[src/dpt_ram.sv]
// Generic single-clock RAM, one write port and one registered read port.
`timescale 1ns / 1ps
module dpt_ram #(
    parameter int WIDTH = 8,
    parameter int DEPTH = 16,
    localparam int AW   = (DEPTH > 1) ? $clog2(DEPTH) : 1
) (
    input  logic             i_clk,
    input  logic             i_we,
    input  logic [AW-1:0]    i_wr_addr,
    input  logic [WIDTH-1:0] i_wr_data,
    input  logic             i_re,
    input  logic [AW-1:0]    i_rd_addr,
    output logic [WIDTH-1:0] o_rd_data
);

    logic [WIDTH-1:0] r_mem [DEPTH];
    logic [WIDTH-1:0] r_rd_data;

    // Write, and read through a register; hold read data when not enabled
    always_ff @(posedge i_clk) begin
        if (i_we) begin
            r_mem[i_wr_addr] <= i_wr_data;
        end
        if (i_re) begin
            r_rd_data <= r_mem[i_rd_addr];
        end
    end

    assign o_rd_data = r_rd_data;

endmodule

[config.mk]
export PLATFORM = sky130hd
export DESIGN_NAME = dpt_ram
export DESIGN_NICKNAME = d
export VERILOG_FILES = /design/src/dpt_ram.sv
export SDC_FILE = /design/constraint.sdc
export NUM_CORES = 1
export LEC_CHECK = 0
export ABC_AREA = 1
export CAP_MARGIN = 20
export CORE_MARGIN = 1
export CORE_UTILIZATION = 55
export CTS_BUF_LIST = sky130_fd_sc_hd__clkbuf_4 sky130_fd_sc_hd__clkbuf_8
export CTS_CLUSTER_DIAMETER = 120
export DETAILED_ROUTE_END_ITERATION = 16
export DONT_BUFFER_PORTS = 1
export PLACE_DENSITY_LB_ADDON = 0.15
export SKIP_LAST_GASP = 1
export SLEW_MARGIN = 20
export SYNTH_ARGS = -nofsm -noshare
export SYNTH_HDL_FRONTEND = slang
export SYNTH_SLANG_ARGS = --single-unit
[constraint.sdc]
create_clock -name i_clk -period 1.51 [get_ports i_clk]
set_clock_uncertainty 0.1 [all_clocks]
set_input_delay 0.151 -clock i_clk [delete_from_list [all_inputs] [get_ports i_clk]]
set_output_delay 0.151 -clock i_clk [all_outputs]
set_load 0.02 [all_outputs]
**After elaboration in Yosys (flattened, before gate mapping)**

Memory sizes are Yosys's and may differ from the RTL's. A register that Yosys moved wholly into a read port is not among the register bits.
Index checks and enable logic that the tools add are counted.

- Flip-flop bits (word level): 0
- Memory bits (writable): 128
- Input port bits: 19
- Output and inout port bits: 8
- Logic and storage cells: 3
- Memories kept: 1

Memories:

| memory | words | width | read ports | clocked after Yosys merged registers in | wr ports | line | RTL |
|---|---|---|---|---|---|---|---|
| r_mem | 16 | 8 | 1 | 1 | 1 | 17 | `logic [WIDTH-1:0] r_mem [DEPTH];` |

- Mux-type cells: 2

Operator list:

| cell | number |
|---|---|
| $mux W1 | 2 |

**Logic depth before layout (Yosys ltp)**

- Depth in word-level cells: 2
- Mapped depth: 8

**Least setup slack after synthesis**

No wires, ideal clock.

- Path kind: input-to-reg
- Start: input port i_wr_addr[2]
- End: memory r_mem[10][0] (enable)
- Arrival: 0.732 ns
- Required time: 1.040 ns
- Slack: 0.308 ns
- Cell stages on the path: 2
- Buffers on the path: 0
- Cell sequence: nand3b_1 > nor2_1

RTL lines:

| what | line | RTL |
|---|---|---|
| start, declared | 10 | `input logic [AW-1:0] i_wr_addr,` |
| end, declared | 17 |  |

Straight into the memory's write port.

==> summary.txt <==
Post-CTS Setup Inserts: 0
Status: completed
Hold buffers post-CTS: 13
Placed wire-length estimate: 7940 µm
P_leak: 0.00279 µW
Port bufs: 0
Mapped cell area: 5850 µm²
Final min period: 1.46 ns
Drt total wl: 13300 µm
Total die area: 11000 µm²
Root buf cell: clkbuf_8
Reg power frac: 0.558
RSZ-0062 raised after global routing: false
# DRC: 0
CTS tree: built
Data arrival, critical path: 1.68 ns
Crit Path Category: in2reg
Num CTS Buffers: 17
F_max: 683 MHz
Via density: 5.35
Vias post-DR: 3892
Die W: 105 µm
Initial core utilization: 0.566
VDD IR max: 0.000763 V
CP Max Fanout: 18
Worst min path class: in2reg
Diode count: 0
Max clock buf depth: 2
Slew margin rel.: 0.463
Routability cong.: 0.830
Detail Route Antenna Nets: 0
Util after Layout: 0.636
Number of distinct library cells after synthesis: 11
Area grow syn2layout: 12.2%
Gr ovfl total: 0
Max-cap violations: 0
Avg Cell Area, Syn: 10.6 µm²
Final Max Slew Viols: 0
CTS sink cnt: 136
P per Cell Area: 1180 nW/µm²
Tcrit/Tclk final: 0.969
Die Y: 105 µm
NumNets Final: 598
Syn Inst Count: 551
Gr usage total: 0.265
Worst-Margin Slew: 0.803 ns
Vias in the first global route: 3795
Yosys warns: 0
Layout cell share with drive strength beyond 1: 0.0861
Largest net degree at the start of global routing: 66
Initial antenna violation count: 0
Hold WS: 0.0366 ns
Sw frac: 0.222
CP startpoint: i_rd_addr[1]
Clock share of power: 0.383
Mapped Nets: 570
CTS HTree Levels: 4
Crit. End Element: flop
Most frequent cells in the layout: nand2_1, edfxtp_1, inv_1
RR Startpoint: r_mem[7][0]
Crit start category: primary input
Commonest non-fill, non-tap cell in the layout: nand2_1
Yosys reg bits: 136
Clock-pin slew on the worst setup and hold paths: 0.07 ns
Worst path required time: 1.72 ns
Global-route wire length before repair: 21100 µm
Combinational share of power: 0.060
Number of hold violations in the final report: 0
Number of top-level pins: 27
P_int: 6000 µW
Sw Pwr: 1720 µW
Core area: 10300 µm²
Post-CTS Resized: 0
Register area share after synthesis: 0.698
TritonRoute pass-1 iters: 5
Number of cell rows: 37
Final setup fails: 0
Clk_lat worst skew: 0.44 ns
Initial DRC Count: 293
Hold_sp: i_rd_addr[1]
Total Neg Setup Slack: 0 ns
WL per Instance: 18.3 µm
[Yosys cell counts]
master / number / area (µm²)
buf_2: 13 / 65.1
nor2_1: 17 / 63.8
buf_1: 1 / 3.75
buf_4: 4 / 30.0
inv_1: 100 / 375
edfxtp_1: 136 / 4080
nand2_1: 173 / 649
nand3b_1: 2 / 15.0
nand3_1: 97 / 485
buf_6: 6 / 67.6
inv_2: 2 / 7.51
[per-stage QoR]
| step | instance area [µm²] | worst slack, ns | cells | power (µW) |
|---|---|---|---|---|
| after floorplan | 5850 | 0.308 | 551 | 4670 |
| after global placement | 6040 | 0.248 | 683 | 4720 |
| after detailed placement | 6040 | 0.222 | 683 | 4730 |
| after CTS | 6560 | 0.0966 | 728 | 7760 |
| after global routing | 6560 | 0.0139 | 728 | 7980 |
| final | 6560 | 0.0469 | 728 | 7720 |
[power groups by stage]
stage | clock (µW) | combinational [µW] | sequential [µW]
after floorplan | 0 | 298 | 4370
after global placement | 0 | 338 | 4380
after detailed placement | 0 | 342 | 4390
after CTS | 3000 | 458 | 4300
after global routing | 3160 | 509 | 4310
final | 2950 | 460 | 4300
[registers in the layout, summed over array words and instances (netlist names)]
signal	count
r_mem	128
o_rd_data	8
[routing by layer]
layer | vias to the layer above | global-route usage | part of all wire
met2 | 192 | 0.407 | 0.47
met4 | 0 | 0.0744 | 0.0074
met5 | - | 0 | 0
met3 | 10 | 0.0649 | 0.089
met1 | 1850 | 0.379 | 0.44
li1 | 1840 | - | -
[critical path, stage by stage]
cell and delay, ns:
dlygate4sd3_1 1.05, nand2_1 0.16, nand3_1 0.15, nand3_1 0.08, nand2_1 0.07
[worst paths after layout]
path / slack, ns / to / cells after the start
setup / recovery: 0.05 / o_rd_data[4] / 5
hold / removal: 0.04 / o_rd_data[6] / 4
setup reg to reg: 0.21 / o_rd_data[0] / 6
hold reg to reg: 0.66 / o_rd_data[2] / 6
[cell type report]
type                    count  area (µm²)
fillers                   822        3760
clock buffers              17         234
inverters                 102         383
flip-flops and latches    136        4080
repair buffers             33         318
clock inverters            15         160
multi-input cells         289        1210
well taps                 136         170
[cell families after synthesis]
group,share of synthesized area
flops,0.698
simple gates,0.208
buf+inv,0.0939
(Power assumes the default switching activity.)
