### src/dpt_pkg.sv
// Shared types and constants of the demand paging page table.
`timescale 1ns / 1ps
package dpt_pkg;

    // Field widths of the channels
    localparam int PID_W    = 5;
    localparam int PAGE_W   = 6;
    localparam int NPROC_W  = 6;
    localparam int FRAME_W  = 8;
    localparam int USE_W    = 8;
    localparam int FAULT_W  = 7;
    localparam int REF_W    = 16;
    localparam int FREE_W   = 9;
    localparam int STATUS_W = 2;

    // Each configured process owns eight page-table frames
    localparam int FRAMES_SHIFT = 3;

    localparam logic [FAULT_W-1:0] FAULT_MAX = '1;
    localparam logic [REF_W-1:0]   REF_MAX   = '1;

    typedef enum logic [STATUS_W-1:0] {
        ST_HIT   = 2'd0,
        ST_FAULT = 2'd1,
        ST_OOM   = 2'd2
    } t_status;

    // One page table entry
    typedef struct packed {
        logic               valid;
        logic [FRAME_W-1:0] frame;
        logic [USE_W-1:0]   uses;
    } t_entry;

    // Per-process statistics
    typedef struct packed {
        logic [FAULT_W-1:0] faults;
        logic [REF_W-1:0]   refs;
    } t_counts;

    // Outcome of one lookup
    typedef struct packed {
        t_status            status;
        logic [FRAME_W-1:0] frame;
        logic [USE_W-1:0]   uses;
        t_entry             entry;
        t_counts            counts;
        logic               entry_we;
        logic               cnt_we;
        logic               alloc;
        logic               halt_set;
    } t_update;

endpackage

### src/dpt_update.sv
// Modify step: hit, fault allocation or out-of-memory decision for one entry.
`timescale 1ns / 1ps
module dpt_update
    import dpt_pkg::*;
#(
    parameter int TOTAL_FRAMES = 256
) (
    input  logic              i_halted,
    input  logic [FREE_W-1:0] i_next_free,
    input  t_entry            i_entry,
    input  t_counts           i_counts,
    output t_update           o_upd
);

    logic    oom;
    t_counts counts_inc;

    // Out of memory once halted, or on a miss with no frame left
    assign oom = i_halted ||
                 (!i_entry.valid && (i_next_free >= FREE_W'(TOTAL_FRAMES)));

    // Saturating statistics
    always_comb begin
        counts_inc.refs   = (i_counts.refs == REF_MAX) ? i_counts.refs
                                                       : i_counts.refs + 1'b1;
        counts_inc.faults = i_counts.faults;
        if (!i_entry.valid && (i_counts.faults != FAULT_MAX)) begin
            counts_inc.faults = i_counts.faults + 1'b1;
        end
    end

    // Pick the outcome
    always_comb begin
        o_upd          = '0;
        o_upd.counts   = i_counts;
        o_upd.halt_set = oom && !i_halted;
        if (oom) begin
            o_upd.status = ST_OOM;
        end else if (i_entry.valid) begin
            o_upd.status       = ST_HIT;
            o_upd.entry.valid  = 1'b1;
            o_upd.entry.frame  = i_entry.frame;
            o_upd.entry.uses   = i_entry.uses + 1'b1;
            o_upd.frame        = i_entry.frame;
            o_upd.uses         = i_entry.uses + 1'b1;
            o_upd.counts       = counts_inc;
            o_upd.entry_we     = 1'b1;
            o_upd.cnt_we       = 1'b1;
        end else begin
            o_upd.status       = ST_FAULT;
            o_upd.entry.valid  = 1'b1;
            o_upd.entry.frame  = i_next_free[FRAME_W-1:0];
            o_upd.entry.uses   = USE_W'(1);
            o_upd.frame        = i_next_free[FRAME_W-1:0];
            o_upd.uses         = USE_W'(1);
            o_upd.counts       = counts_inc;
            o_upd.entry_we     = 1'b1;
            o_upd.cnt_we       = 1'b1;
            o_upd.alloc        = 1'b1;
        end
    end

endmodule

### config.mk
export PLATFORM = sky130hd
export DESIGN_NAME = dpt_update
export DESIGN_NICKNAME = d
export VERILOG_FILES = /design/src/dpt_pkg.sv /design/src/dpt_update.sv
export SDC_FILE = /design/constraint.sdc
export NUM_CORES = 1
export LEC_CHECK = 0
export ABC_AREA = 1
export BUFFER_PORTS_ARGS = -buffer_cell sky130_fd_sc_hd__buf_2
export CAP_MARGIN = 10
export CORE_AREA = 2 2 59 61
export DETAILED_ROUTE_END_ITERATION = 7
export DIE_AREA = 0 0 61 63
export GPL_ROUTABILITY_DRIVEN = 0
export PLACE_DENSITY = 0.95
export SLEW_MARGIN = 30
export SYNTH_ARGS = -nofsm -noshare
export SYNTH_HDL_FRONTEND = slang
export SYNTH_SLANG_ARGS = --single-unit
### constraint.sdc
create_clock -name vclk -period 3.15
set_input_delay 0.63 -clock vclk [all_inputs]
set_output_delay 0.63 -clock vclk [all_outputs]
set_load 0.02 [all_outputs]
# After elaboration in Yosys (flattened, before gate mapping)
# Index checks and enable logic that the tools add are counted.
[totals]
ff_bits = 0
inputBits = 50
out_inout_bits = 62
[classes]
n_eq_ne = 2
n_mux = 6
reduce_logical = 6
n_addsub = 3
n_lt_le_gt_ge = 1
[op_table]
columns = ["op", "n"]
rows = [
  ["two-way mux 59 bit", 2],
  ["adder 16 x 1 -> 16 bit (second input constant)", 1],
  ["equality test 16 bit (second input constant)", 1],
  ["two-way mux 16 bit", 1],
  ["greater-or-equal comparator 9 bit (second input constant)", 1],
  ["adder 8 x 1 -> 8 bit (second input constant)", 1],
  ["adder 7 x 1 -> 7 bit (second input constant)", 1],
  ["two-way mux 7 bit", 1],
  ["!= test 7 bit (second input constant)", 1],
  ["logical AND 1 bit", 3],
  ["logical NOT 1 bit", 2],
  ["two-way mux 2 bit", 1],
  ["logical OR 1 bit", 1],
  ["two-way mux 1 bit", 1],
]

# Longest topological paths before layout
# Gate-level depths: netlist of run 1.
[logic_depth]
ltp_word = 5
mapped_depth = 8
ltp_nobuf = 8

# Worst setup path after synthesis of run 1
# Ideal clock, no wire load.
[synth_timing]
path_type = "input to output"
start = "input port i_entry[16] in the netlist's numbering"
end = "output port o_upd[48] in the netlist's numbering"
n_path_buf = 2
stages = 8
required_time_ns = 2.520
arrival_time_ns = 1.725
path_slack_ns = 0.795
cell_sequence = "inv_2 > a21oi_4 > nand2_2 > inv_2 > buf_6 > o21ai_1 > a21oi_1 > buf_4"
[synth_lines]
columns = ["element", "line_no", "text"]
rows = [
  ["start: declaration", "dpt_update.sv:10", "input t_entry i_entry,"],
  ["end: declaration", "dpt_update.sv:12", "output t_update o_upd"],
]

==> results of run 1 <==
-- per-stage QoR --
stage	cell area (um2)	instances
floorplan	1220	232
CTS	1670	367
global route	1670	367
global placement	1670	367
detailed placement	1670	367
finish	1670	367
-- power by group --
part | switching [mW] | internal [mW]
clock network | 0 | 0
registers | 0 | 0
logic | 0.165 | 0.0919
-- layout by cell type (no fill, tap or decap) --
cell type  instances
o21ai_1            4
nand2_2            3
nand3_1           20
buf_4              2
inv_1             21
nor2_4             4
a21oi_4            1
xnor2_1            2
a22o_1             8
a21oi_1            5
nand3b_1           5
nor2_2             1
xor2_1             4
buf_2            112
inv_2              3
o21bai_1           2
o2111ai_1          1
nand2_1           75
ha_1               3
o21ai_0           11
nand4_1            5
a21oi_2            1
nor2_1            23
nor3_1             3
a21o_1             1
nand2_4            1
-- worst max-delay path: stages --
cell and delay, ns:
buf_2 0.15, inv_2 0.07, a21oi_4 0.12, buf_4 0.25
nand2_2 0.10, inv_2 0.17, o21ai_1 0.09, a21oi_1 0.15
buf_2 0.19
-- path summary, 6_finish.rpt --
path | end | slack, ns
worst max-delay path | o_upd[48] | 0.61
worst min-delay path | o_upd[20] | 1.58
-- metal layers --
metal	global-route usage (%)	routed length (um)	vias up	part of all wire (%)
met5	0	0	-	0
met4	0	0	0	0
met3	0.828	248	0	6.6
met2	37.8	2050	70	55
met1	19.1	1440	788	38
li1	-	-	914	-
-- cell families (layout without fill, tap and decap cells) --
| family | after synthesis | in the layout |
|---|---|---|
| xor gates and xnor gates | 6 | 6 |
| adders and majority gates | 3 | 3 |
| and+or+nand+nor | 140 | 140 |
| AOI/OAI and AO/OA | 34 | 34 |
| buffers and inverters | 49 | 138 |
-- layout make-up --
type / instances / share of cell area, %
Multi-Input combinational cell: 183 / 56.8
Tap cell: 46 / 3.44
Inverter: 24 / 5.39
Timing Repair Buffer: 114 / 34.4
-- cell usage after synthesis, types with 2 or more instances --
cell,count,area (um2)
nor2_4,4,45.0
nor2_1,23,86.3
buf_4,21,158
nand2_1,75,282
o21bai_1,2,15.0
nand3b_1,5,37.5
nor3_1,3,15.0
o21ai_0,11,55.1
a22o_1,8,70.1
buf_2,3,15.0
ha_1,3,37.5
xnor2_1,2,17.5
inv_1,21,78.8
xor2_1,4,35.0
nand3_1,20,100
a21oi_1,5,25.0
inv_2,3,11.3
nand4_1,5,31.3
nand2_2,3,18.8
o21ai_1,4,20.0
==> impl_metrics.toml, run 1 <==
[floorplanning]
row_count = 21
die_area_um2 = 3840
initial_core_util_pct = 37.9
dieHeight_um = 63
ios = 112
die_w_um = 61
core_um2 = 3230

[layout]
syn_to_final_growth_pct = 36.7
nNetsFinal = 376
clock_buffers = 0
layout-drive-gt1-share_pct = 39.9
diodes = 0
nFlopsAndLatches = 0
multi_input_area_um2 = 950
fillers = 345
seq_area_um2 = 0
utilization_pct = 51.8

[power_and_ir_drop]
p_total_mw = 0.257
powerDensity_nw_per_um2 = 153
peakVddDrop_v = 0.0000819
leakagePower_nw = 1.04

[synth]
muxShareOfSynthArea_pct = 0
synth-xor-area-share_pct = 4.29
synth_top_family_by_area = "simple AND/OR/NAND/NOR gates"
synth_cell_types = 27
netlist_area_um2 = 1220
synth_simple_gate_area_share_pct = 51.7
synth_warnings = 0
synth_nets = 285
synth_fa_ha_area_share_pct = 3.07
synth_compound_area_share_pct = 18.5
syn_inst = 232
syn_area_per_cell_um2 = 5.27
seq_area_frac_synth_pct = 0

[critical_path]
path_class = "primary input to output pin"
cp_max_fo = 23
crit_start = "i_entry[16]"
critPathRequiredTime_ns = 2.52
cp-end-kind = "output pin"
cp-start-kind = "primary input"
cp.arrival_ns = 1.91

[detailed_routing]
dr.pass1.iters = 4
ant_nets = 0
vias = 1772
routedWlPerCell_um = 10.2
viasPerCell = 4.83
drc = 0
finalWirelength_um = 3740
drt_iter0_markers = 49

[timing]
setup_ws_ns = 0.611
drv_slew = 0
tightest_slew_ns = 0.345
rsz0062_at_grt = "false"
fmax_mhz = 394
hold_viol = 0
setup_viol = 0
post-route-min-period_ns = 2.54
setup_tns_ns = 0
whs_ns = 1.58
relSlewSlack_pct = 76.9
finalCritPeriodShare_pct = 80.6

[clock_network]
post_cts_buffers = 0
cts_hold_buf = 0
cts_resized = 0

[grt]
grt_overflow = 0
grt_pass1_wl_um = 5730
antenna_found_initial = 0
grt_max_degree = 24
grt_pass1_vias = 1423
grtUsageTotal_pct = 17.8

[placed_design]
portBuffers = 112
dp_slack_ns = 0.605
hpwl_um = 3320

[hold_path]
whs_path_depth = 3
hp-start = "i_counts[16]"
hold_path_class = "primary input to output pin"

[run_status]
outcome = "completed"

[job]
cap_violations = 0
(Power assumes the default switching activity.)
==> inputs of run 2 (changes only) <==
--- a/config.mk
+++ b/config.mk
@@ -8,11 +8,11 @@
 export ABC_AREA = 1
 export BUFFER_PORTS_ARGS = -buffer_cell sky130_fd_sc_hd__buf_2
 export CAP_MARGIN = 10
-export CORE_AREA = 2 2 59 61
+export CORE_AREA = 2 2 62 64
 export DETAILED_ROUTE_END_ITERATION = 7
-export DIE_AREA = 0 0 61 63
+export DIE_AREA = 0 0 64 66
 export GPL_ROUTABILITY_DRIVEN = 0
-export PLACE_DENSITY = 0.95
+export PLACE_DENSITY = 0.91
 export SLEW_MARGIN = 30
 export SYNTH_ARGS = -nofsm -noshare
 export SYNTH_HDL_FRONTEND = slang
==> constraint.sdc (replaced) <==
create_clock -name vclk -period 2.2
set_input_delay 0.44 -clock vclk [all_inputs]
set_output_delay 0.44 -clock vclk [all_outputs]
set_load 0.02 [all_outputs]
==> impl_metrics.toml, run 2 (synthesis results as in run 1) <==
[run_status]
outcome = "completed"

[hold_path]
hp-start = "i_halted"
worst_hold_path.endpoint = "o_upd[0]"
hold_path_class = "primary input to output pin"
whs_path_depth = 3

[critical_path]
cp-start-kind = "primary input"
path_class = "primary input to output pin"
crit_path_top_delay_cell = "nor2_4"
cp_top_family = "simple AND/OR/NAND/NOR gates"
cp.arrival_ns = 1.62
cp_max_fo = 6
max_stage_delay_ns = 0.19
critPathRequiredTime_ns = 1.76
worst-path-buf-inv = 2
crit_chain = "buf_2 > ha_4 > nand2_2 > nor2_4 > nand2_4 > nor2_4 > nand2_1 > o21bai_1 > nand2_1 > buf_2"
cp-end-kind = "output pin"

[layout]
diodes = 0
clock_buffers = 0
layout-drive-gt1-share_pct = 40.6
nFlopsAndLatches = 0
nNetsFinal = 378
syn_to_final_growth_pct = 39.4
fillers = 375
layout_commonest_cell = "buf_2"
seq_area_um2 = 0
final_cell_mix = "112 x buf_2, 75 x nand2_1, 23 x nor2_1"

[timing]
fmax_mhz = 486
drv_slew = 0
finalCritPeriodShare_pct = 93.5
whs_ns = 1.20
hold_viol = 0
setup_tns_ns = 0
post-route-min-period_ns = 2.06
relSlewSlack_pct = 72.4
tightest_slew_ns = 0.413
rsz0062_at_grt = "false"
setup_viol = 0

[detailed_routing]
drt_iter0_markers = 38
viasPerCell = 4.82
drc = 0
vias = 1788
dr.pass1.iters = 4
finalWirelength_um = 3740
ant_nets = 0
routedWlPerCell_um = 10.1

[power_and_ir_drop]
peakVddDrop_v = 0.0000967
leakagePower_nw = 1.05
powerDensity_nw_per_um2 = 218

[floorplanning]
initial_core_util_pct = 34.5
core_um2 = 3550
die_w_um = 64
row_count = 22
dieHeight_um = 66
ios = 112
die_area_um2 = 4220

[grt]
grt_pass1_vias = 1550
grtUsageTotal_pct = 16.6
grt_overflow = 0
grt_pass1_wl_um = 6020
grt_max_degree = 23
antenna_found_initial = 0

[placed_design]
hpwl_um = 3250
portBuffers = 112

[job]
cap_violations = 0

[clock_network]
cts_hold_buf = 0
==> run 2: cell types whose count changed in the layout (fill, tap and decap cells not counted) <==
cell   before  now
inv_4       0    1
buf_4       2    4
ha_4        0    1
ha_1        3    2
inv_2       3    2
==> run 2: routing by layer <==
metal | track usage, % | wire length (um) | up-vias
met4 | 1.36 | 23 | 0
met1 | 18.4 | 1430 | 781
met5 | 0 | 0 | -
li1 | - | - | 919
met3 | 0.852 | 327 | 2
met2 | 35.3 | 1960 | 86
==> run 2: worst max path at each step <==
stage | start | to | slack [ns] | cells past startpoint
floorplan | i_entry[16] | o_upd[48] | 0.23 | 8
global placement | i_entry[16] | o_upd[23] | 0.15 | 10
detailed placement | i_counts[0] | o_upd[4] | 0.12 | 9
CTS | i_counts[0] | o_upd[4] | 0.11 | 9
global route | i_counts[16] | o_upd[24] | 0.0003 | 10
finish | i_counts[0] | o_upd[18] | 0.14 | 10
==> run 2: timing repair <==
action / CTS / global route
setup endpoints to repair: 0 / 10
resized for setup: 0 / 3
setup buffers: 0 / 1
==> run 2: metrics by stage <==
step	total power, mW	util (%)	instance area [um2]	worst slack, ns	instances
after global placement	0.364	47.4	1680	0.146	370
after floorplan	0.248	-	1220	0.225	232
after global routing	0.409	48.0	1710	0.000321	371
final	0.372	48.0	1710	0.143	371
after CTS	0.371	47.4	1680	0.114	370
after detailed placement	0.370	47.4	1680	0.118	370
==> run 2: area by class of cell <==
class / instances / area, um2 / area share (%)
inverters: 24 / 92.6 / 5.43
multi-input cells: 183 / 962 / 56.4
well taps: 48 / 60.1 / 3.52
repair buffers: 116 / 591 / 34.6
==> run 2: where the power goes <==
part / switching [mW] / leakage [nW] / internal (mW) / total (mW)
combinational: 0.237 / 1.05 / 0.135 / 0.372
clock: 0 / 0 / 0 / 0
sequential: 0 / 0 / 0 / 0
total: 0.237 / 1.05 / 0.135 / 0.372
==> run 2: tightest hold or removal path, cell delays in order <==
cell and delay [ns]:
buf_2 0.12, nor3_1 0.05, buf_2 0.15
==> inputs of run 3 (changes only) <==
--- a/config.mk
+++ b/config.mk
@@ -5,12 +5,12 @@
 export SDC_FILE = /design/constraint.sdc
 export NUM_CORES = 1
 export LEC_CHECK = 0
-export ABC_AREA = 1
+export ABC_AREA = 0
 export BUFFER_PORTS_ARGS = -buffer_cell sky130_fd_sc_hd__buf_2
 export CAP_MARGIN = 10
-export CORE_AREA = 2 2 62 64
+export CORE_AREA = 2 2 59 61
 export DETAILED_ROUTE_END_ITERATION = 7
-export DIE_AREA = 0 0 64 66
+export DIE_AREA = 0 0 61 63
 export GPL_ROUTABILITY_DRIVEN = 0
 export PLACE_DENSITY = 0.91
 export SLEW_MARGIN = 30
==> impl_metrics.toml, run 3 <==
[run_status]
outcome = "finished with violations"
violations = "setup timing"

[layout]
fillers = 339
nFlopsAndLatches = 0
clock_buffers = 0
seq_area_um2 = 0
diodes = 0
syn_to_final_growth_pct = 79.3
nNetsFinal = 326
layout_commonest_cell = "buf_2"
layout-drive-gt1-share_pct = 60.9
utilization_pct = 57.0
final_cell_mix = "100 x buf_2, 35 x buf_4, 17 x nor2_1"

[synth]
synth_most_common_cell = "buf_4"
netlist_area_um2 = 1030
synth_warnings = 0
synth_top_cells_by_count = "20 x buf_4, 19 x nor2_1, 17 x nand3_1"
synth_top_area_share_pct = 14.6
synth_nets = 205
synth_top_area_cell = "buf_4"
synthTopCellsByArea = "buf_4 15%, mux2i_1 9.7%, xnor2_1 9.4%, nand3_1 8.3%, nor2_1 6.9%"
synth_cell_types = 35
syn_inst = 152
seq_area_frac_synth_pct = 0
syn_area_per_cell_um2 = 6.76

[timing]
setup_ws_ns = -0.101
drv_slew = 0
relSlewSlack_pct = 81.0
finalCritPeriodShare_pct = 105
tightest_slew_ns = 0.282
hold_viol = 0
fmax_mhz = 435
post-route-min-period_ns = 2.30
setup_viol = 9
rsz0062_at_grt = "true"

[placed_design]
dp_slack_ns = -0.187
hpwl_um = 3080
portBuffers = 112

[floorplanning]
core_um2 = 3230
initial_core_util_pct = 31.8
row_count = 21
die_area_um2 = 3840
ios = 112
die_w_um = 61
dieHeight_um = 63

[detailed_routing]
ant_nets = 0
drt_iter0_markers = 53
routedWlPerCell_um = 11.4
drc = 0
dr.pass1.iters = 4
viasPerCell = 4.79
finalWirelength_um = 3620
vias = 1517

[power_and_ir_drop]
peakVddDrop_v = 0.0000790
powerDensity_nw_per_um2 = 210
leakagePower_nw = 1.03

[critical_path]
cp.arrival_ns = 1.86
critPathRequiredTime_ns = 1.76
path_class = "primary input to output pin"
cp-start-kind = "primary input"
cp_max_fo = 2
cp-end-kind = "output pin"

[grt]
grt_max_degree = 11
grtUsageTotal_pct = 17.5
grt_pass1_wl_um = 5610
grt_overflow = 0
grt_pass1_vias = 1404
antenna_found_initial = 0

[hold_path]
hold_path_class = "primary input to output pin"
whs_path_depth = 3

[job]
cap_violations = 0

[clock_network]
cts_hold_buf = 0
## run 3: repair_timing
item | CTS | global route
pin swaps | 12 | 7
cloned | 0 | 0
resized for setup | 18 | 11
setup buffers | 2 | 1
endpoints found under the setup margin | 9 | 13
## run 3: per-layer routing
metal	part of all wire, %	wire length, um	GRT usage, %
met5	0	0	0
met3	4.5	161	0.828
met1	37	1320	18.6
met4	1.4	51	3.53
met2	58	2080	35.5
## run 3: cell type report
class                      count  area, um2  share of cell area [%]
multi-input combinational    124        920                    49.9
inverter                       5       18.8                    1.02
timing repair buffer         142        846                    45.9
tap                           46       57.6                    3.12
## run 3: cells by family (layout without fill, tap and decap cells)
group	count (synthesis)	count (layout)	share of synthesized area, %
xor+xnor	19	19	16.2
compound gates	9	9	5.36
simple gates	78	78	40.9
fa+ha+maj	3	3	3.65
mux	15	15	15.6
buf+inv	28	147	18.3
## run 3: report_power, final
group | total, mW | switching [mW] | internal [mW]
logic | 0.387 | 0.214 | 0.173
registers | 0 | 0 | 0
clock network | 0 | 0 | 0
total | 0.387 | 0.214 | 0.173
## run 3: critical path: stages
cell and delay, ns:
buf_8 0.08, ha_4 0.13, nand4_1 0.11, or4_4 0.52, and2_4 0.17, mux2_4 0.29, buf_6 0.13
## run 3: metrics by stage
step	power [mW]	cells	hold slack (ns)	TNS, ns	area, um2
2_1_floorplan	0.216	152	0.925	-0.347	1060
3_3_place_gp	0.358	316	1.18	-0.684	1730
3_5_place_dp	0.366	316	1.18	-1.40	1730
4_1_cts	0.380	318	1.19	-0.874	1810
5_1_grt	0.418	317	1.21	-1.14	1840
6_report	0.387	317	1.18	-0.451	1840
## run 3: path summary, 6_finish.rpt
path	end	slack (ns)	from
worst min-delay path	o_upd[25]	1.18	i_counts[21]
worst max-delay path	o_upd[5]	-0.10	i_counts[1]
